--- src/rtl/dli_pkg.sv ---
`timescale 1ns / 1ps
package dli_pkg;

  // Beat widths on the stream ports.
  localparam int InDataW  = 80;
  localparam int InUserW  = 2;
  localparam int OutDataW = 72;

  localparam int CmdSlots = 256;
  localparam int CmdIdxW  = $clog2(CmdSlots);

  // Kinds of input beats, carried in the input tuser.
  typedef enum logic [1:0] {
    OP_READ  = 2'd0,
    OP_WRITE = 2'd1,
    OP_WORD  = 2'd2,
    OP_NONE  = 2'd3
  } item_kind_t;

  // Register offsets within the block window.
  localparam logic [11:0] OFS_ZERO   = 12'h004;
  localparam logic [11:0] OFS_HWSIZE = 12'h008;
  localparam logic [11:0] OFS_LSTAT  = 12'h100;
  localparam logic [11:0] OFS_LADDR  = 12'h108;
  localparam logic [11:0] OFS_STALL  = 12'h10C;
  localparam logic [11:0] OFS_LINK0  = 12'h110;
  localparam logic [11:0] OFS_LINK1  = 12'h114;
  localparam logic [11:0] OFS_VTX    = 12'h118;
  localparam logic [11:0] OFS_IDX    = 12'h11C;
  localparam logic [11:0] OFS_ORG0   = 12'h120;
  localparam logic [11:0] OFS_ORG1   = 12'h124;
  localparam logic [11:0] OFS_ORG2   = 12'h128;
  localparam logic [11:0] OFS_CMDST  = 12'h304;
  localparam logic [11:0] OFS_INTST  = 12'h308;
  localparam logic [11:0] OFS_INTTGL = 12'h30C;
  localparam logic [11:0] OFS_CMDSWP = 12'h310;
  localparam logic [11:0] OFS_EDRAM  = 12'h400;
  localparam logic [1:0]  TABLE_WIN  = 2'b10;  // offset bits 11:10 of 0x800..0xBFF

  localparam logic [31:0] HW_SIZE_VALUE = 32'(32'h0020_0000 >> 10);

  // List opcodes.
  localparam logic [7:0] CMD_JUMP   = 8'h08;
  localparam logic [7:0] CMD_END    = 8'h0C;
  localparam logic [7:0] CMD_FINISH = 8'h0F;
  localparam logic [7:0] CMD_BASE   = 8'h10;

  typedef enum logic [4:0] {
    REG_ZERO   = 5'd0,
    REG_HWSIZE = 5'd1,
    REG_LSTAT  = 5'd2,
    REG_LADDR  = 5'd3,
    REG_STALL  = 5'd4,
    REG_LINK0  = 5'd5,
    REG_LINK1  = 5'd6,
    REG_VTX    = 5'd7,
    REG_IDX    = 5'd8,
    REG_ORG0   = 5'd9,
    REG_ORG1   = 5'd10,
    REG_ORG2   = 5'd11,
    REG_CMDST  = 5'd12,
    REG_INTST  = 5'd13,
    REG_INTTGL = 5'd14,
    REG_CMDSWP = 5'd15,
    REG_EDRAM  = 5'd16,
    REG_TABLE  = 5'd17,
    REG_NONE   = 5'd18
  } reg_sel_t;

  // One classified item as it waits in the queue.
  typedef struct packed {
    item_kind_t           kind;
    reg_sel_t             sel;
    logic                 err;
    logic [CmdIdxW-1:0]   tab_idx;
    logic [31:0]          data;
  } item_t;

  // One result beat.
  typedef struct packed {
    logic        interrupt_line;
    logic        list_busy;
    logic [31:0] fetch_address;
    logic        fetch_request;
    logic        access_error;
    logic [31:0] read_data;
  } result_t;

endpackage

--- src/rtl/dli_queue.sv ---
`timescale 1ns / 1ps
module dli_queue (
  input  logic           clk,
  input  logic           rst,
  input  logic           push,
  output logic           push_ready,
  input  dli_pkg::item_t push_item,
  output logic           pop_valid,
  input  logic           pop,
  output dli_pkg::item_t pop_item
);
  import dli_pkg::*;

  item_t       slots [2];
  logic        wr_ptr;
  logic        rd_ptr;
  logic [1:0]  count;

  assign push_ready = (count != 2'd2);
  assign pop_valid  = (count != 2'd0);
  assign pop_item   = slots[rd_ptr];

  always_ff @(posedge clk) begin
    if (push) begin
      slots[wr_ptr] <= push_item;
    end
  end

  always_ff @(posedge clk) begin
    if (rst) begin
      wr_ptr <= 1'b0;
      rd_ptr <= 1'b0;
      count  <= 2'd0;
    end else begin
      if (push) begin
        wr_ptr <= ~wr_ptr;
      end
      if (pop) begin
        rd_ptr <= ~rd_ptr;
      end
      case ({push, pop})
        2'b10:   count <= count + 2'd1;
        2'b01:   count <= count - 2'd1;
        default: count <= count;
      endcase
    end
  end

endmodule

--- config.mk ---
export PLATFORM = sky130hd
export DESIGN_NAME = dli_queue
export DESIGN_NICKNAME = d
export VERILOG_FILES = /design/src/rtl/dli_pkg.sv /design/src/rtl/dli_queue.sv
export SDC_FILE = /design/constraint.sdc
export NUM_CORES = 1
export LEC_CHECK = 0
export ABC_AREA = 1
export BUFFER_PORTS_ARGS = -buffer_cell sky130_fd_sc_hd__clkbuf_2
export CORE_MARGIN = 2
export CORE_UTILIZATION = 35
export CTS_BUF_LIST = sky130_fd_sc_hd__clkbuf_4 sky130_fd_sc_hd__clkbuf_8
export CTS_CLUSTER_DIAMETER = 100
export DETAILED_ROUTE_END_ITERATION = 8
export MAX_ROUTING_LAYER = met4
export PLACE_DENSITY = 0.57
export SLEW_MARGIN = 20
export SYNTH_ARGS = -nofsm -noshare
export SYNTH_HDL_FRONTEND = slang
export SYNTH_SLANG_ARGS = --single-unit
export TNS_END_PERCENT = 1
--- constraint.sdc ---
create_clock -name clk -period 7.4 [get_ports clk]
set_clock_uncertainty 0.15 [all_clocks]
set_input_delay 0.37 -clock clk [delete_from_list [all_inputs] [get_ports clk]]
set_output_delay 0.37 -clock clk [all_outputs]
set_load 0.02 [all_outputs]
# After elaboration in Yosys (flattened, before gate mapping)
# Memory sizes are Yosys's and may differ from the RTL's. A register that Yosys moved wholly into a read port is not among the register bits.
# Index checks and enable logic that the tools add are counted.
# totals
ram_bits,96
output_inout_bits,50
regBits,4
word_cells,18
mem_count,1
# memory_table
name,words,width,rd,rd_ports_with_merged_regs,write_ports,line,text
slots,2,48,1,1,1,dli_queue.sv:14,item_t slots [2];
# op_classes
eq_ne,3
n_mux,5
bitwise_logic,2
n_reduce_logical,2
addsub,2
# op_table
operator,count
2-to-1 mux 1 bit,4
one-hot mux 2 bit (2 select lines),1
nonzero test 2 bit,2
"adder 2 x 1 -> 2 bit, second input constant",1
"== test 2 x 1 -> 1 bit, second input constant",1
"== test 2 bit, second input constant",1
"inequality test 2 bit, second input constant",1
NOT 1 bit,2
"subtractor 2 x 1 -> 2 bit, second input constant",1

# Depth between registers and ports, before layout
# Gate-level depths: netlist (run 1).
# depth
ltp_word,3
mapped_depth,7
depth_no_buf,7

# Least setup slack after synthesis (run 1)
# OpenSTA, ideal clock, no wires.
# synth_path
path_type,input-to-reg
startpoint,in push
endpoint,"mem slots[0][0] (netlist name), enable pin"
path_buffers,0
arrival_ns,2.444
slack_ns,4.351
stages,2
t_required_ns,6.795
cell_sequence,inv_1 -> nor2_1
# synth_via
elab_chain_len,2
# synth_lines
element,line,text
"start, declared",dli_queue.sv:5,"input logic push,"
2-to-1 mux 1 bit,dli_queue.sv:24,if (push) begin
2-to-1 mux 1 bit (implied by the code),dli_queue.sv:25,slots[wr_ptr] <= push_item;
"end, declared",dli_queue.sv:14,
# No other way between the ends.

==> impl_metrics.toml, run 1 <==
[status]
status = "completed"

[power]
power_mw = 1.23
powerDensity_nw_per_um2 = 263
p_leak_nw = 1.82
peakVddDrop_mv = 0.137

[setup_path]
path_delay_family = "buffers and inverters"
r2r_slack_ns = 5.88
crit_type = "flop to output pin"
worst-path-max-fanout = 48
end_kind = "output pin"
reg2reg_to = "slots[1][19]"
crit_buf_inv = 2
cpPeakStageDelay_ns = 0.60
start_kind = "flop"
cp_num_cells = 3
cp_slowest_cell = "buf_4"
path_cells = "buf_4 > mux2_2 > clkbuf_2"
crit_arrival_ns = 1.88
r2r_cells = 2
required_ns = 6.88
timing.rr.start = "wr_ptr"

[floorplan]
io-pin-count = 102
start_util_pct = 36.3
die_w_um = 108
die_y_um = 108
coreArea_um2 = 10400
row_count = 37
dieArea_um2 = 11600

[synthesis]
synth_area_leaders = "edfxtp_1 77%, mux2_2 8.4%, mux2_4 8.0%"
ys.flop_type = "edfxtp_1"
synth.most_common_cell = "edfxtp_1"
synthArstFlopShare_pct = 0
synth-seq-cells = 101
synth.distinct_cells = 16
syn_avg_cell_area_um2 = 20.8
synth_area_um2 = 3770
yosysTopAreaCellShare_pct = 76.5
yosys.area.top_type = "edfxtp_1"
ys_seq_area_share_pct = 79.2
synth_edf_count = 96
synth_nets = 234
synth_common_cells = "96 x edfxtp_1, 28 x mux2_2, 20 x mux2_4"
syn_inst = 181
yosys_warnings = 0

[timing]
timing.final.hold_violations = 0
fmax_mhz = 416
fin_setup_tns_ns = 0
drv_slew = 0
fin_crit_ns = 2.40
rsz0062_at_grt = "false"
fin_crit_sh_pct = 32.5
setup_viol_count_final = 0
max_slew_margin_pct = 49.2
worst_pin_slew_ns = 0.763

[finish]
nets = 343
syn_to_final_growth_pct = 23.8
nFillCells = 950
drive_above_1_share_pct = 57.8
diodes = 0

[clocking]
h-tree-depth = 3
cts_resized = 0
cts_made_buffers = 9
clockBufferDepth = 2
ctsHoldBuffers = 0
cts.clk_slew.worst_paths_ns = 0.09
cts_setup_buffers = 0
root_buffer = "clkbuf_8"
cts_tree = "done"
cts.sink_count = 101
clkLatencyLatePin_ns = 0.34

[hold_path]
hold_start = "push_item[42]"
hold_path_class = "input pin to flop"
holdPathEnd = "slots[1][42]"
min_path_cells = 1

[flow_run]
drv_cap = 0

[global_route]
grt_pass1_wl_um = 9050
track_usage_pct = 11.1
gr-total-overflow = 0
grt_antenna_before_repair = 0
grt_busiest_layer = "met2"
grt_use_met3_pct = 2.97
gr-usage-met2_pct = 17.6
grt_max_degree = 50
grt_pass1_vias = 1858
grt.met1_usage_pct = 13.1

[place]
dp_hpwl_um = 3920
gp_congestion = 0.648
io_buffers = 101

[detailed_routing]
ant_nets = 0
num_vias = 1902
drt_iter0_markers = 70
finalWirelength_um = 6130
routedWlPerCell_um = 14.3
drc = 0
drtPass1Iterations = 3
via_per_inst = 4.42
==> layout make-up <==
class                      count  area [um2]  area share (%)
inverter                       6        25.0           0.537
sequential                   101        2980            64.0
tap                          136         170            3.65
multi-input combinational     69         724            15.5
clock inverter                 4        97.6            2.09
clock buffer                  11         139            2.98
timing repair buffer         103         520            11.2
==> state kept, by name (all words and copies together), names as in the netlist, named ones only <==
signal	count
count	2
rd_ptr	1
slots	96
wr_ptr	1
==> worst reg2reg max path, cell delays in order, from the launching register on <==
cell and delay (ns):
dfxtp_1 0.40, nand2_1 0.11, inv_4 0.47
==> power breakdown <==
part / total [mW] / internal, mW / switching, mW
Combinational: 0.159 / 0.0669 / 0.0916
Sequential: 0.667 / 0.660 / 0.00734
Clock: 0.400 / 0.230 / 0.170
==> worst max path at each step <==
stage          startpoint            to  slack (ns)
2_1_floorplan        push   slots[0][0]        4.35
3_3_place_gp         flop  pop_item[15]        5.34
3_5_place_dp         flop  pop_item[15]        5.34
4_1_cts              flop  pop_item[15]        4.95
5_1_grt              flop  pop_item[15]        4.89
6_report             flop  pop_item[15]        5.00
==> layout by cell type, fill, tap and decap left out, types with 2 or more instances in the layout <==
master     instances
mux2_2            28
clkbuf_4           2
dfxtp_1            4
inv_1              5
nand2_1            6
clkbuf_2         101
mux2_4            20
bufinv_16          3
clkbuf_8           9
buf_4              2
nor2_1             7
edfxtp_1          96
==> cell families (layout without fill, tap and decap cells) <==
| family | Yosys count | count (layout) | synth area share [%] |
|---|---|---|---|
| and+or+nand+nor | 17 | 17 | 1.86 |
| DFF | 101 | 101 | 79.2 |
| muxes | 48 | 48 | 16.3 |
| xor gates and xnor gates | 1 | 1 | 0.233 |
| adders and majority gates | 1 | 1 | 0.332 |
| AOI/OAI and AO/OA | 2 | 2 | 0.266 |
| buffers and inverters | 11 | 124 | 1.76 |
==> per-layer routing <==
layer	share of wire, %	vias to the layer above
met4	1.3	0
met1	42	918
met5	0	-
met2	51	68
met3	5.8	9
li1	-	907
==> stage by stage <==
| stage | util [%] | setup slack, ns | std cells | hold slack [ns] | instance area, um2 |
|---|---|---|---|---|---|
| 2_1_floorplan | - | 4.35 | 181 | 0.292 | 3770 |
| 3_3_place_gp | 42.6 | 5.34 | 415 | 0.348 | 4420 |
| 3_5_place_dp | 42.7 | 5.34 | 415 | 0.363 | 4420 |
| 4_1_cts | 44.9 | 4.95 | 430 | 0.0339 | 4660 |
| 5_1_grt | 44.9 | 4.89 | 430 | 0.0277 | 4660 |
| 6_report | 44.9 | 5.00 | 430 | 0.0538 | 4660 |
(Power assumes the default switching activity.)
==> run 2: changes to the inputs <==
Settings changed: ABC_AREA 1 to 0, PLACE_DENSITY 0.57 to 0.59.
Clock period 7.4 ns to 2.2 ns, I/O delays scaled along.
==> impl_metrics.toml, run 2 <==
[status]
status = "completed"

[timing]
fmax_mhz = 537
fin_setup_tns_ns = 0
fin_crit_sh_pct = 84.7
max_slew_margin_pct = 74.1
fin_crit_ns = 1.86
layout_setup_ws_ns = 0.336
drv_slew = 0
setup_viol_count_final = 0
timing.final.hold_violations = 0
rsz0062_at_grt = "false"
worst_pin_slew_ns = 0.388

[finish]
top_register = "slots"
drive_above_1_share_pct = 36.9
final_cell_mix = "101 x clkbuf_2, 96 x edfxtp_1, 51 x dlygate4sd3_1"
diodes = 0
nFillCells = 888
nets = 388
layout_commonest_cell = "clkbuf_2"
reg_top3 = "slots: 96 flops, count: 2 flops"
fin_util_pct = 49.7
layout.cells.non_filler = 475
largest_reg_flops = 96
syn_to_final_growth_pct = 38.7

[place]
place_inst = 409
dp_slack_ns = 0.701
io_buffers = 101
gp_congestion = 0.644
dp_hpwl_um = 3990

[detailed_routing]
routedWlPerCell_um = 13.6
finalWirelength_um = 6450
drtPass1Iterations = 6
num_vias = 2044
via_per_inst = 4.30
ant_nets = 0
drt_iter0_markers = 57
drc = 0

[synthesis]
synthArstFlopShare_pct = 0
yosys.area.top_type = "edfxtp_1"
synth.distinct_cells = 16
yosysTopAreaCellShare_pct = 78.6
synthXorXnorAreaFrac_pct = 0.956
synth_area_leaders = "edfxtp_1 79%, mux2_1 15%, dfxtp_1 2.7%"
synth_area_um2 = 3670
yosys_warnings = 0
synth-seq-cells = 101
synthSimpleGateAreaFrac_pct = 1.19
synthMuxAreaShare_pct = 14.7
synth_adder_area_share_pct = 0.341
synth_nets = 224
synth_common_cells = "96 x edfxtp_1, 48 x mux2_1, 5 x dfxtp_1, 5 x nor2_1"
syn_inst = 171
synth_compound_area_share_pct = 0.273
synth_top_family_by_area = "multiplexers"
ys_seq_area_share_pct = 81.4
syn_avg_cell_area_um2 = 21.4
synth.most_common_cell = "edfxtp_1"
ys.flop_type = "edfxtp_1"
synth_edf_count = 96

[power]
powerDensity_nw_per_um2 = 808
power_mw = 4.11
peakVddDrop_mv = 0.424
p_leak_nw = 1.95

[setup_path]
worst-path-max-fanout = 27
crit_arrival_ns = 1.60
crit_type = "flop to output pin"
start_kind = "flop"
required_ns = 1.94
end_kind = "output pin"

[global_route]
grt.met1_usage_pct = 14.7
gr-total-overflow = 0
grt_busiest_layer = "met2"
grt_pass1_wl_um = 10100
grt_antenna_before_repair = 0
grt_use_met3_pct = 2.88
grt_pass1_vias = 2144
gr-usage-met2_pct = 19.6
track_usage_pct = 12.2
grt_max_degree = 29

[clocking]
ctsHoldBuffers = 51
cts_setup_buffers = 0
cts_tree = "done"
cts.sink_count = 101
h-tree-depth = 3
root_buffer = "clkbuf_8"
cts_made_buffers = 9
clockBufferDepth = 2
cts.clk_slew.worst_paths_ns = 0.09
cts_resized = 0
clkLatencyLatePin_ns = 0.34

[floorplan]
coreArea_um2 = 10200
die_y_um = 106
io-pin-count = 102
dieArea_um2 = 11300
row_count = 37
start_util_pct = 35.8
die_w_um = 106

[flow_run]
drv_cap = 0

[hold_path]
hold_path_class = "input pin to flop"
[run 2: cell types whose count changed after synthesis, sizes merged, moves of 2 or more]
cell and change:
nand2 -6, nor2 -3, inv -5, xnor2 +2
[run 2: critical path: stages, from the launching register on]
cell	delay, ns
dfxtp_2	0.33
buf_4	0.34
mux2_1	0.41
clkbuf_2	0.17
[run 2: report_power, final]
group	internal (mW)	switching, mW
sequential	2.24	0.0288
clock	0.654	0.601
combinational	0.253	0.337
[run 2: area by class of cell]
class | count | area [um2] | area share [%]
timing repair buffer | 158 | 1060 | 20.9
multi-input combinational | 64 | 651 | 12.8
clock inverter | 5 | 85.1 | 1.67
inverter | 1 | 3.75 | 0.0738
sequential | 101 | 2980 | 58.7
clock buffer | 10 | 131 | 2.58
tap | 136 | 170 | 3.35
[run 2: through the flow]
| step | hold WS [ns] | area, um2 |
|---|---|---|
| after floorplan | 0.0291 | 3670 |
| after global placement | 0.149 | 4360 |
| after detailed placement | 0.153 | 4360 |
| after CTS | 0.303 | 5090 |
| after global routing | 0.313 | 5090 |
| final | 0.328 | 5090 |
[run 2: worst paths after layout]
| check | from | endpoint | slack (ns) | depth (start not counted) |
|---|---|---|---|---|
| min reg2reg | count[1] | count[1] | 0.36 | 2 |
| max reg2reg | wr_ptr | slots[1][35] | 0.76 | 2 |
| min | push_item[9] | slots[0][9] | 0.33 | 2 |
| max | flop | pop_item[0] | 0.34 | 3 |
[run 2: cells by family (layout without fill, tap and decap cells)]
kind of cell,count (synthesis),in the layout
multiplexers,48,48
XOR/XNOR,4,4
AO/OA/AOI/OAI,2,2
flip-flops,101,101
buffers and inverters,6,174
AND/OR/NAND/NOR,9,9
adder cells (fa/ha/maj),1,1
[run 2: layer usage]
layer	share of wire, %	wire [um]
met3	4.7	306
met4	1.2	80
met2	51	3270
met5	0	0
met1	43	2790
==> run 3: changes to the inputs <==
Clock period 2.2 ns to 1.7 ns, I/O delays scaled along.
==> impl_metrics.toml, run 3 (synthesis results as in run 2) <==
[timing]
setup_viol_count_final = 1
worst_pin_slew_ns = 0.316
fin_crit_ns = 1.70
fin_crit_sh_pct = 100
drv_slew = 0
fmax_mhz = 587
rsz0062_at_grt = "true"
layout_setup_ws_ns = -0.00224
timing.final.hold_violations = 0
max_slew_margin_pct = 79.0

[floorplan]
start_util_pct = 35.8
dieArea_um2 = 11300
row_count = 37
coreArea_um2 = 10200
io-pin-count = 102
die_y_um = 106
die_w_um = 106

[finish]
layout_commonest_cell = "edfxtp_1"
diodes = 0
largest_reg_flops = 96
final_cell_mix = "96 x edfxtp_1, 61 x clkbuf_2, 51 x dlygate4sd3_1"
top_register = "slots"
fin_area_um2 = 5170
nFillCells = 863
fin_util_pct = 50.5
nets = 388
syn_to_final_growth_pct = 41.0
reg_top3 = "slots: 96 flops, count: 2 flops"
drive_above_1_share_pct = 38.2

[detailed_routing]
ant_nets = 0
drt_iter0_markers = 74
finalWirelength_um = 6590
num_vias = 2068
drc = 0
via_per_inst = 4.34
routedWlPerCell_um = 13.9
drtPass1Iterations = 4

[clocking]
cts_made_buffers = 9
clkLatencyLatePin_ns = 0.36
cts.clk_slew.worst_paths_ns = 0.09
cts_setup_buffers = 0
cts_tree = "done"
clockBufferDepth = 2
h-tree-depth = 3
cts.sink_count = 101
root_buffer = "clkbuf_8"

[global_route]
gr-total-overflow = 0
track_usage_pct = 12.7
grt_antenna_before_repair = 0
grt_max_degree = 26
grt_pass1_wl_um = 10300
grt_pass1_vias = 2182

[hold_path]
hold_path_class = "input pin to flop"

[place]
gp_congestion = 0.707
placed_area_um2 = 4420
dp_hpwl_um = 4050
io_buffers = 101

[setup_path]
path_delay_family = "flip-flops"
cp_slowest_cell = "dfxtp_4"
crit_arrival_ns = 1.47
crit_buf_inv = 2
required_ns = 1.46
path_cells = "buf_12 > mux2_2 > clkbuf_2"
start_kind = "flop"
end_kind = "output pin"
cpPeakStageDelay_ns = 0.38
crit_type = "flop to output pin"
worst-path-max-fanout = 25

[power]
peakVddDrop_mv = 0.486
p_leak_nw = 1.97
powerDensity_nw_per_um2 = 1010

[status]
violations = "setup timing"
status = "finished, violations left"

[flow_run]
drv_cap = 0
## run 3: changes by cell type in the layout (fill, tap and decap cells not counted), moves of 4 or more
cell      before  now
mux2_1        48   41
buf_2          0   36
buf_12         0    5
mux2_4         0    6
buf_6          0    4
buf_4          6    1
clkbuf_2     101   61
## run 3: layout make-up
cell class / count / area, um2 / share of cell area, %
Inverter: 1 / 3.75 / 0.0726
Multi-Input combinational cell: 64 / 673 / 13.0
Tap cell: 136 / 170 / 3.29
Sequential cell: 101 / 2990 / 57.8
Clock inverter: 6 / 53.8 / 1.04
Timing Repair Buffer: 158 / 1150 / 22.2
Clock buffer: 10 / 131 / 2.54
## run 3: final timing paths
kind / start / end / slack [ns] / cells past startpoint
max: flop / pop_item[0] / -0.002 / 3
min: push / count[0] / 0.18 / 5
max reg2reg: wr_ptr / wr_ptr / 0.31 / 3
min reg2reg: count[1] / count[1] / 0.37 / 2
## run 3: power by group
group,switching (mW),internal (mW),total (mW),leakage [nW]
combinational,0.443,0.383,0.826,0.939
sequential,0.0411,2.89,2.93,0.943
clock,0.756,0.680,1.44,0.0922
## run 3: repair_timing
| item | CTS | global route |
|---|---|---|
| hold buffers | 51 | 0 |
| endpoints found under the setup margin | 42 | 48 |
| endpoints found under the hold margin | 101 | 0 |
| resized for setup | 3 | 55 |
## run 3: per-stage QoR
stage          setup TNS [ns]  hold slack [ns]  setup slack [ns]  total power, mW  std cells
2_1_floorplan          -20.44          0.00407            -0.426             3.40        171
3_3_place_gp                0            0.126             0.356             3.69        409
3_5_place_dp                0            0.127             0.351             3.71        409
4_1_cts                -0.426            0.158           -0.0459             5.25        476
5_1_grt                 -1.87            0.189           -0.0746             5.42        476
6_report             -0.00224            0.179          -0.00224             5.20        476
## run 3: layer usage
| metal | GRT usage, % | routed length [um] |
|---|---|---|
| met1 | 14.5 | 2880 |
| met2 | 20.4 | 3270 |
| met3 | 3.31 | 323 |
| met4 | 7.05 | 127 |
| met5 | - | 0 |
## run 3: worst reg2reg max path: cells and delay by family, from the launching register on
family,cells,cell delay [ns]
buffers and inverters,1,0.54
DFF,1,0.41
xor gates and xnor gates,1,0.14
and+or+nand+nor,1,0.05
