### config.mk
export PLATFORM = sky130hd
export DESIGN_NAME = dli_front
export DESIGN_NICKNAME = d
export VERILOG_FILES = /design/src/rtl/dli_pkg.sv /design/src/rtl/dli_front.sv
export SDC_FILE = /design/constraint.sdc
export NUM_CORES = 1
export LEC_CHECK = 0
export ABC_AREA = 0
export BUFFER_PORTS_ARGS = -buffer_cell sky130_fd_sc_hd__buf_4
export CELL_PAD_IN_SITES_DETAIL_PLACEMENT = 1
export CELL_PAD_IN_SITES_GLOBAL_PLACEMENT = 1
export CORE_MARGIN = 2
export CORE_UTILIZATION = 21
export DETAILED_ROUTE_END_ITERATION = 8
export PLACE_DENSITY = 0.95
export SLEW_MARGIN = 10
export SYNTH_ARGS = -nofsm -noshare
export SYNTH_HDL_FRONTEND = slang
export SYNTH_SLANG_ARGS = --single-unit
export TNS_END_PERCENT = 1
### constraint.sdc
create_clock -name vclk -period 4.5
set_input_delay 0.9 -clock vclk [all_inputs]
set_output_delay 0.9 -clock vclk [all_outputs]
set_load 0.01 [all_outputs]
### src/rtl/dli_pkg.sv
`timescale 1ns / 1ps
package dli_pkg;

  // Beat widths on the stream ports.
  localparam int InDataW  = 80;
  localparam int InUserW  = 2;
  localparam int OutDataW = 72;

  localparam int CmdSlots = 256;
  localparam int CmdIdxW  = $clog2(CmdSlots);

  // Kinds of input beats, carried in the input tuser.
  typedef enum logic [1:0] {
    OP_READ  = 2'd0,
    OP_WRITE = 2'd1,
    OP_WORD  = 2'd2,
    OP_NONE  = 2'd3
  } item_kind_t;

  // Register offsets within the block window.
  localparam logic [11:0] OFS_ZERO   = 12'h004;
  localparam logic [11:0] OFS_HWSIZE = 12'h008;
  localparam logic [11:0] OFS_LSTAT  = 12'h100;
  localparam logic [11:0] OFS_LADDR  = 12'h108;
  localparam logic [11:0] OFS_STALL  = 12'h10C;
  localparam logic [11:0] OFS_LINK0  = 12'h110;
  localparam logic [11:0] OFS_LINK1  = 12'h114;
  localparam logic [11:0] OFS_VTX    = 12'h118;
  localparam logic [11:0] OFS_IDX    = 12'h11C;
  localparam logic [11:0] OFS_ORG0   = 12'h120;
  localparam logic [11:0] OFS_ORG1   = 12'h124;
  localparam logic [11:0] OFS_ORG2   = 12'h128;
  localparam logic [11:0] OFS_CMDST  = 12'h304;
  localparam logic [11:0] OFS_INTST  = 12'h308;
  localparam logic [11:0] OFS_INTTGL = 12'h30C;
  localparam logic [11:0] OFS_CMDSWP = 12'h310;
  localparam logic [11:0] OFS_EDRAM  = 12'h400;
  localparam logic [1:0]  TABLE_WIN  = 2'b10;  // offset bits 11:10 of 0x800..0xBFF

  localparam logic [31:0] HW_SIZE_VALUE = 32'(32'h0020_0000 >> 10);

  // List opcodes.
  localparam logic [7:0] CMD_JUMP   = 8'h08;
  localparam logic [7:0] CMD_END    = 8'h0C;
  localparam logic [7:0] CMD_FINISH = 8'h0F;
  localparam logic [7:0] CMD_BASE   = 8'h10;

  typedef enum logic [4:0] {
    REG_ZERO   = 5'd0,
    REG_HWSIZE = 5'd1,
    REG_LSTAT  = 5'd2,
    REG_LADDR  = 5'd3,
    REG_STALL  = 5'd4,
    REG_LINK0  = 5'd5,
    REG_LINK1  = 5'd6,
    REG_VTX    = 5'd7,
    REG_IDX    = 5'd8,
    REG_ORG0   = 5'd9,
    REG_ORG1   = 5'd10,
    REG_ORG2   = 5'd11,
    REG_CMDST  = 5'd12,
    REG_INTST  = 5'd13,
    REG_INTTGL = 5'd14,
    REG_CMDSWP = 5'd15,
    REG_EDRAM  = 5'd16,
    REG_TABLE  = 5'd17,
    REG_NONE   = 5'd18
  } reg_sel_t;

  // One classified item as it waits in the queue.
  typedef struct packed {
    item_kind_t           kind;
    reg_sel_t             sel;
    logic                 err;
    logic [CmdIdxW-1:0]   tab_idx;
    logic [31:0]          data;
  } item_t;

  // One result beat.
  typedef struct packed {
    logic        interrupt_line;
    logic        list_busy;
    logic [31:0] fetch_address;
    logic        fetch_request;
    logic        access_error;
    logic [31:0] read_data;
  } result_t;

endpackage

### src/rtl/dli_front.sv
`timescale 1ns / 1ps
module dli_front (
  input  logic                       s_tvalid,
  output logic                       s_tready,
  input  logic [dli_pkg::InDataW-1:0] s_tdata,
  input  logic [dli_pkg::InUserW-1:0] s_tuser,
  output logic                       push,
  input  logic                       push_ready,
  output dli_pkg::item_t             item
);
  import dli_pkg::*;

  logic [11:0] offset;
  logic [31:0] wdata;
  logic [31:0] word;
  item_kind_t  kind;
  reg_sel_t    sel;

  assign offset = s_tdata[11:0];
  assign wdata  = s_tdata[43:12];
  assign word   = s_tdata[75:44];
  assign kind   = item_kind_t'(s_tuser);

  assign s_tready = push_ready;
  assign push     = s_tvalid && push_ready;

  always_comb begin
    if (offset[11:10] == TABLE_WIN) begin
      sel = REG_TABLE;
    end else begin
      case (offset)
        OFS_ZERO:   sel = REG_ZERO;
        OFS_HWSIZE: sel = REG_HWSIZE;
        OFS_LSTAT:  sel = REG_LSTAT;
        OFS_LADDR:  sel = REG_LADDR;
        OFS_STALL:  sel = REG_STALL;
        OFS_LINK0:  sel = REG_LINK0;
        OFS_LINK1:  sel = REG_LINK1;
        OFS_VTX:    sel = REG_VTX;
        OFS_IDX:    sel = REG_IDX;
        OFS_ORG0:   sel = REG_ORG0;
        OFS_ORG1:   sel = REG_ORG1;
        OFS_ORG2:   sel = REG_ORG2;
        OFS_CMDST:  sel = REG_CMDST;
        OFS_INTST:  sel = REG_INTST;
        OFS_INTTGL: sel = REG_INTTGL;
        OFS_CMDSWP: sel = REG_CMDSWP;
        OFS_EDRAM:  sel = REG_EDRAM;
        default:    sel = REG_NONE;
      endcase
    end
  end

  always_comb begin
    item.kind    = kind;
    item.sel     = sel;
    item.tab_idx = offset[CmdIdxW+1:2];
    item.data    = (kind == OP_WORD) ? word : wdata;
    case (kind)
      OP_READ:  item.err = (sel == REG_NONE) || (sel == REG_INTTGL) || (sel == REG_CMDSWP);
      OP_WRITE: item.err = (sel == REG_NONE) || (sel == REG_ZERO) || (sel == REG_HWSIZE) ||
                           (sel == REG_CMDST) || (sel == REG_TABLE);
      default:  item.err = 1'b0;
    endcase
  end

endmodule

# Word level (Yosys, flattened, before mapping)
# Index checks and enable logic that the tools add are counted.
# op_classes
reduce_logical,9
eq_ne,26
muxes,4
# ops
cell,n
equality test 12 x 9 -> 1 bit (second input constant),10
one-hot mux 5 bit (17 select lines),1
equality test 12 x 10 -> 1 bit (second input constant),4
2-to-1 mux 32 bit,1
equality test 5 x 4 -> 1 bit (second input constant),3
equality test 12 x 11 -> 1 bit (second input constant),1
equality test 12 x 3 -> 1 bit (second input constant),1
equality test 12 x 4 -> 1 bit (second input constant),1
equality test 5 bit (second input constant),2
logical OR 1 bit,6
equality test 5 x 1 -> 1 bit (second input constant),1
zero test 5 bit,1
2-to-1 mux 5 bit,1
equality test 2 bit (second input constant),2
equality test 2 x 1 -> 1 bit (second input constant),1
zero test 2 bit,1
one-hot mux 1 bit (2 select lines),1
logical AND 1 bit,1
# word_totals
reg_bits,0
word_cells,39
out_inout_bits,50
in_bits,84

# Longest topological paths before layout
# Gate-level depths: netlist (run 1).
# depth
ltp_word,9
depth_mapped,7

# Least setup slack after synthesis (run 1)
# OpenSTA, ideal clock, no wires.
# synth_path
path_kind,input-to-output
start,in s_tdata[3] in the netlist's numbering
end,out item[40] in the netlist's numbering
path_buffers,1
path_stages,7
path_slack_ns,1.166
arrival_time_ns,2.434
path_cell_list,buf_6 maj3_4 xnor2_2 nor3_2 o21ai_1 a21o_1 o22ai_2
# synth_rtl
item,line,text
"start, declared",dli_front.sv:5,"input logic [dli_pkg::InDataW-1:0] s_tdata,"
"end, declared",dli_front.sv:9,output dli_pkg::item_t item

==> results of run 1 <==
-- area by class of cell --
class	instances	area, µm²	area share
multi-input cells	94	840	0.443
repair buffers	131	983	0.519
well taps	52	65.1	0.0343
inverters	2	7.51	0.00396
-- report_power, final --
group	internal [mW]	total [mW]	switching, mW
Clock	0	0	0
Sequential	0	0	0
Combinational	0.114	0.189	0.0750
Total	0.114	0.189	0.0750
-- critical path, delay by kind of cell --
family,cells,cell delay (ns)
adders and majority gates,1,0.35
AOI/OAI and AO/OA,3,0.53
xor gates and xnor gates,1,0.15
buffers and inverters,2,0.31
and+or+nand+nor,1,0.33
-- layer usage --
metal	track usage	share of wire	vias up
met2	0.331	0.57	65
met5	0	0	-
met1	0.182	0.33	627
met4	0.0356	0.026	0
li1	-	-	643
met3	0.0236	0.082	8
-- cells by family after synthesis --
kind of cell | count (synthesis) | synth area share
AND/OR/NAND/NOR | 36 | 0.236
multiplexers | 33 | 0.379
buffers and inverters | 22 | 0.142
AO/OA/AOI/OAI | 20 | 0.185
XOR/XNOR | 4 | 0.0436
adder cells (fa/ha/maj) | 1 | 0.0141
-- through the flow --
stage                     power (mW)  cells  hold slack, ns
after floorplan               0.0878    116            1.89
after global placement         0.185    279            1.99
after detailed placement       0.192    279            2.00
after CTS                      0.192    279            1.99
after global routing           0.204    279            2.00
final                          0.189    279            1.99
-- layout by cell type (no fill, tap or decap), types with 2 or more instances in the layout --
cell type | netlist | layout
a211oi_1 | 2 | 2
a21o_1 | 2 | 2
a21oi_1 | 6 | 6
and2_1 | 2 | 2
and4b_1 | 2 | 2
buf_4 | 12 | 131
inv_1 | 2 | 2
mux2_1 | 4 | 4
mux2_2 | 28 | 28
nand2b_1 | 2 | 2
nand3_1 | 4 | 4
nand3_2 | 2 | 2
nor2_1 | 9 | 9
nor4_1 | 3 | 3
o21ai_1 | 2 | 2
o32ai_4 | 2 | 2
xnor2_1 | 2 | 2
-- final timing paths --
check	endpoint	slack (ns)
max	item[40]	1.02
min	s_tready	1.99
==> results.md, run 1 <==
* Post-CTS resize count at 0
* Critical Path Slowest Stage Cell: maj3_4
* Yosys warning count at 0
* Core box area at 4410 µm²
* Post-CTS Setup Bufs at 0
* Die area at approximately 5200 µm²
* Crit-path max FO at 12
* Layout cells sized above 1 at 0.749
* Post-layout min period at about 3.5 ns
* Final nets at approximately 310
* Worst-margin pin slew at 0.436 ns
* Register area at 0 µm²
* Top achievable clock speed at 0.287 GHz
* WS Path Type: input pin to output pin
* DR vias at 1343
* CP endpoint kind: output pin
* Syn Nets at 200
* Top-Level Pins at about 130
* Power per cell area at between 90 and 100 nW/µm²
* N_diodes at 0
* Routed Antenna Nets at 0
* Status: finished, final reports clean
* DP HPWL at ~4200 µm
* Drt via density at approximately 4.8
* Placed Area at 1900 µm²
* Delay of the slowest cell on the worst path at 0.35 ns
* Starting DRT DRC Count at 21
* Max Slew Vio Count at 0
* Vias in the first global route at around 1400
* Initial Utilization at 0.221
* Die height at between 70 and 80 µm
* Yosys cell types at 42
* WL per Instance at about 17 µm
* RSZ-0062 raised after global routing: false
* Fillcell total at 544
* Worst slack, placed at 1.02 ns
* DRT Wirelength at around 4800 µm
* Startpoint Class: input pin
* Top-count cell post-synth: mux2_2
* Final WS setup at approximately 1 ns
* Hold Crit Class: input pin to output pin
* DRC violations left at 0
* Final Wtd Congestion at approximately 0.86
* Synth cell count leaders: 28 x mux2_2, 12 x buf_4, 9 x nor2_1
* CP required at about 3.6 ns
* Syn Area/Cell at 8.41 µm²
* VDD IR max at 0.0329 mV
* Period utilization at 0.773
* Rows at 24
* Remaining global-route overflow at 0
* Synth Instances at 116
* Sequential-to-total area share from yosys stat at 0
* HP Start: push_ready
* Post-synth top area share at 0.323
* Arrival time of the worst setup path at 2.58 ns
* Leak at 0.897 nW
* CLK BUF at 0
* CP most frequent cell: buf_4
* Fin. Hold Viols at 0
* Critical Path Start: s_tdata[9]
* # port buffers at between 100 and 150
* Seq_cells at 0
* Largest net degree at the start of global routing at 33
* Pre-antenna DRT Iters at 4
* Chip width at approximately 72 µm
* Max cap viols at 0
* Critical-path cell list: buf_4 > maj3_4 > xnor2_2 > nor3_2 > o21ai_1 > a21oi_1 > o22ai_2 > buf_4
* Share of the core filled with cells at 0.429
* First-pass GRT wire length at about 7000 µm
* All-layer global routing usage at 0.166
* Min-Delay Path Depth at 2
* Setup TNS at 0 ns
* CTS Hold Bufs at 0
* Syn Std Cell Area at around 980 µm²
* Area leader, netlist: mux2_2
* Setup-failing EPs final at 0
* Slew headroom at 0.707
* Most area-consuming cells after synthesis: mux2_2 32%, buf_4 9.2%, o32ai_4 5.6%, mux2_1 4.6%, nor2_1 3.5%
* Antenna violations before repair at 0
* Area Growth Syn to Fin at 94.2%
* Design area at about 1900 µm²
(Power assumes the default switching activity.)
==> inputs of run 2 (changes only) <==
- CORE_UTILIZATION: 21 -> 18
- PLACE_DENSITY: 0.95 -> 0.91
- clock period: 4.5 -> 3 ns (I/O delays scaled with it)
==> run 2 against run 1 <==
  * Utilization shrank 5.6 points
  * Worst setup slack lost 0.83 ns
  * Worst hold slack lost 0.60 ns
  * Cell area grew 1.9%
  * Sequential share of layout area is the same
  * Sequential cell count is the same
  * Critical path type unchanged
==> results.md, run 2 (same netlist as run 1, synthesis figures left out) <==
* Final Wtd Congestion at 0.788 (-8.9%)
* Setup TNS at 0 ns (unchanged)
* Hold Crit Class: input pin to output pin
* Drt via density at 4.44 (-7.7%)
* All-layer global routing usage at 0.145 (-0.0208)
* Crit-path max FO at 3 (-9)
* Die height at 77.6 µm (+7.6%)
* Area Growth Syn to Fin at 97.9%
* Top achievable clock speed at approximately 0.36 GHz
* WL per Instance at 16.2 µm (-4.9%)
* Antenna violations before repair at 0 (unchanged)
* DRC violations left at 0 (unchanged)
* Vias in the first global route at 1330 (-2.6%)
* Routed Antenna Nets at 0 (unchanged)
* VDD IR max at 0.0645 mV (+96%)
* WS Path Type: input pin to output pin
* Worst-margin pin slew at 0.388 ns (-0.0480 ns)
* DP HPWL at 4270 µm (+1.3%)
* Power per cell area at 149 nW/µm² (+50%)
* # port buffers at 130 (unchanged)
* GRT met1 Usage at 0.157 (-0.0249)
* Final nets at 314 (+0.32%)
* Max Slew Vio Count at 0 (unchanged)
* N_diodes at 0 (unchanged)
* Setup-failing EPs final at 0 (unchanged)
* CP endpoint kind: output pin
* Critical Path Start: s_tdata[1]
* CP required at 2.40 ns (-1.20 ns)
* CTS Hold Bufs at 0 (unchanged)
* Hold Worst Slack at 1.39 ns (-0.603 ns)
* Die area at 6030 µm² (+16%)
* Met2 Use GR at 0.289 (-0.0425)
* Starting DRT DRC Count at 25 (+19%)
* Startpoint Class: input pin
* Arrival time of the worst setup path at 2.21 ns (-0.37 ns)
* Register area at 0 µm² (unchanged)
* Rows at 26 (+8.3%)
* Seq_cells at 0 (unchanged)
* Max cap viols at 0 (unchanged)
* Chip width at 77.6 µm (+7.6%)
* Slew headroom at 0.741 (+0.0347)
* Largest net degree at the start of global routing at 33 (unchanged)
* Commonest cells after routing, fill and taps aside: 132 x buf_4, 28 x mux2_2, 9 x nor2_1
* First-pass GRT wire length at 7080 µm (+1.5%)
* Pre-antenna DRT Iters at 4 (unchanged)
* Multi-input gate area at 846 µm² (+0.75%)
* Busiest grt layer: met2
* DR vias at 1324 (-1.4%)
* Status: finished, final reports clean
* Critical Path Slowest Stage Cell: or4_1
* Leak at 0.903 nW (+0.59%)
* Commonest non-fill, non-tap cell in the layout: buf_4
* CLK BUF at 0 (unchanged)
* RSZ-0062 raised after global routing: false
* Delay of the slowest cell on the worst path at 0.55 ns (+0.20 ns)
* Layout cells sized above 1 at 0.754 (+0.00549)
* Critical-path cell list: buf_4 > or4_1 > a21oi_1 > a41oi_1 > and2_1 > a21oi_1 > o22ai_2 > buf_4
* Core box area at 5170 µm² (+17%)
* Post-layout min period at around 2.8 ns
* Fin. Hold Viols at 0 (unchanged)
* Top-Level Pins at 134 (unchanged)
* HP Start: push_ready
* Initial Utilization at 0.189 (-0.0324)
* Period utilization at 0.935
* Share of the core filled with cells at 0.373 (-0.0559)
* Fillcell total at 641 (+18%)
* GR Util met3 at 0.0233 (-0.000355)
* DRT Wirelength at 4830 µm (+1.6%)
* Remaining global-route overflow at 0 (unchanged)
==> run 2: cell count changes in the layout (fill, tap and decap cells not counted), sizes merged <==
cell | before | now
buf | 131 | 132
==> run 2: per-stage QoR <==
stage	total power [mW]	cell area (µm²)	std cells	worst slack, ns
3_3_place_gp	0.282	1930	298	0.211
3_5_place_dp	0.291	1930	298	0.181
5_1_grt	0.310	1930	298	0.0174
4_1_cts	0.292	1930	298	0.166
2_1_floorplan	0.132	976	116	0.266
6_report	0.289	1930	298	0.194
==> run 2: final cells by class <==
type | instances | share of cell area
Timing Repair Buffer | 132 | 0.513
Multi-Input combinational cell | 94 | 0.438
Tap cell | 70 | 0.0453
Inverter | 2 | 0.00389
==> run 2: timing repair <==
action                                  CTS  global route
resized for setup                         0             1
endpoints found under the setup margin    0             1
endpoints found under the hold margin     0             0
buffers inserted                          0             0
==> run 2: worst max-delay path: cells and delay by family <==
kind / cells / cell delay [ns]
simple gates: 2 / 0.77
compound gates: 4 / 0.58
buf+inv: 2 / 0.26
==> run 2: path summary, 6_finish.rpt <==
path                   end  slack, ns  cells past startpoint
setup / recovery  item[40]       0.19                      8
hold / removal    s_tready       1.39                      2
==> run 2: report_power, final <==
| group | internal (mW) | switching [mW] |
|---|---|---|
| clock network | 0 | 0 |
| registers | 0 | 0 |
| logic | 0.172 | 0.117 |
==> run 2: per-layer routing <==
metal,part of all wire,wire (µm)
met5,0,0
met4,0.029,142
met3,0.060,290
met2,0.56,2710
met1,0.35,1690
==> inputs of run 3 (changes only) <==
- CORE_MARGIN: 2 -> 5
==> run 3 against run 2 <==
  * Critical endpoint unchanged
  * Via count about the same
  * First-iteration DRC count fell by 20%
  * Worst hold slack got worse by 0.0026 ns
  * Sequential share of layout area unchanged
  * Critical path depth unchanged
  * Die area increased by 16%
  * Worst setup slack got worse by 0.0021 ns
==> results.md, run 3 (same netlist as run 1, synthesis figures left out) <==
* Min-Delay Path Depth at 2 (unchanged)
* Crit path buf inv count at 2 (unchanged)
* CP endpoint kind: output pin
* Period utilization at 0.936 (about the same)
* WL per Instance at 16.5 µm (+1.9%)
* CLK BUF at 0 (unchanged)
* Busiest grt layer: met2
* Crit-path max FO at 3 (unchanged)
* Rows at 26 (unchanged)
* Chip width at 83.6 µm (+7.7%)
* N_diodes at 0 (unchanged)
* Multi-input gate area at 840 µm² (-0.74%)
* Core box area at 5170 µm² (unchanged)
* Total Power at 286 µW (-0.97%)
* First-pass GRT wire length at 7530 µm (+6.3%)
* Cell depth of the worst setup path at 8 (unchanged)
* Critical Path Slowest Stage Cell: or4_1
* Pre-antenna DRT Iters at 4 (unchanged)
* DRC violations left at 0 (unchanged)
* DRT Wirelength at 4920 µm (+1.9%)
* Antenna violations before repair at 0 (unchanged)
* CTS Hold Bufs at 0 (unchanged)
* DP HPWL at 4420 µm (+3.5%)
* GRT met1 Usage at 0.133 (-0.0245)
* Final Wtd Congestion at 0.771 (-2.1%)
* Register area at 0 µm² (unchanged)
* Layout cells sized above 1 at 0.750 (-0.00439)
* Largest net degree at the start of global routing at 33 (unchanged)
* Top achievable clock speed at 0.356 GHz (about the same)
* Net switching fraction of the power at 0.399 (-0.00457)
* Commonest non-fill, non-tap cell in the layout: buf_4
* Setup-failing EPs final at 0 (unchanged)
* Area Growth Syn to Fin at 97.3%
* Drt via density at 4.44 (about the same)
* Delay of the slowest cell on the worst path at 0.54 ns (about the same)
* CP most frequent cell: buf_4
* Starting DRT DRC Count at 20 (-20%)
* GR Util met3 at 0.0207 (-0.00253)
* Fin. Hold Viols at 0 (unchanged)
* Seq_cells at 0 (unchanged)
* Post-CTS resize count at 0 (unchanged)
* Post-CTS Setup Bufs at 0 (unchanged)
* CP required at 2.40 ns (about the same)
* Max Slew Vio Count at 0 (unchanged)
* Status: finished, final reports clean
* Vias in the first global route at 1427 (+7.3%)
* Power per cell area at 149 nW/µm² (-0.65%)
* Die height at 83.6 µm (+7.7%)
* # port buffers at 130 (unchanged)
* Met2 Use GR at 0.270 (-0.0191)
* Internal power at 172 µW (-0.21%)
* Arrival time of the worst setup path at 2.21 ns (about the same)
* All-layer global routing usage at 0.127 (-0.0184)
* WS Path Type: input pin to output pin
* Worst-margin pin slew at 0.449 ns (+0.0608 ns)
* Startpoint Class: input pin
* Routed Antenna Nets at 0 (unchanged)
* Seq pwr share at 0 (unchanged)
* RSZ-0062 raised after global routing: false
* Hold Crit Class: input pin to output pin
* VDD IR max at 0.0567 mV (-12%)
* Max cap viols at 0 (unchanged)
* Family with the most delay on the worst path: simple AND/OR/NAND/NOR gates
* Comb power frac at 1.000 (about the same)
* Setup TNS at 0 ns (unchanged)
* Critical-path cell list: buf_4 > or4_1 > nor4_1 > o21ai_1 > and2_1 > a21o_1 > o22ai_2 > buf_4
* Fillcell total at 643 (+0.31%)
* Remaining global-route overflow at 0 (unchanged)
* Commonest cells after routing, fill and taps aside: 132 x buf_4, 28 x mux2_2, 9 x nor2_1
* Slew headroom at 0.698 (-0.0433)
* Leak at 0.902 nW (about the same)
* Initial Utilization at 0.189 (unchanged)
* Final nets at 314 (unchanged)
* Clock network fraction of design power at 0 (unchanged)
* Top-Level Pins at 134 (unchanged)
* Post-layout min period at 2.81 ns (+0.00212 ns)
* Die area at 6990 µm² (+16%)
* Total net switching power at 114 µW (-2.1%)
* DR vias at 1323 (-0.076%)
-- run 3: cell type report --
class,instances,share of cell area
multi-input combinational,94,0.436
timing repair buffer,132,0.515
tap,70,0.0455
inverter,2,0.00390
-- run 3: stage by stage --
step	instances	utilization	setup slack [ns]	hold slack, ns	area, µm²
after floorplan	116	-	0.266	1.29	976
after global placement	298	0.372	0.215	1.38	1930
after detailed placement	298	0.372	0.157	1.39	1930
after CTS	298	0.372	0.157	1.39	1930
after global routing	298	0.372	0.0636	1.40	1930
final	298	0.372	0.191	1.39	1930
-- run 3: layer usage --
metal	vias to the layer above	wire length, µm
li1	648	-
met1	617	1690
met2	56	2910
met3	2	295
met4	0	27
met5	-	0
-- run 3: worst paths after layout --
check,from,endpoint,slack [ns]
min,push_ready,s_tready,1.39
max,s_tdata[1],item[40],0.19
-- run 3: power groups by stage --
stage / logic (mW) / clock network [mW] / registers (mW)
after floorplan: 0.132 / 0 / 0
after global placement: 0.279 / 0 / 0
after detailed placement: 0.290 / 0 / 0
after CTS: 0.291 / 0 / 0
after global routing: 0.307 / 0 / 0
final: 0.286 / 0 / 0
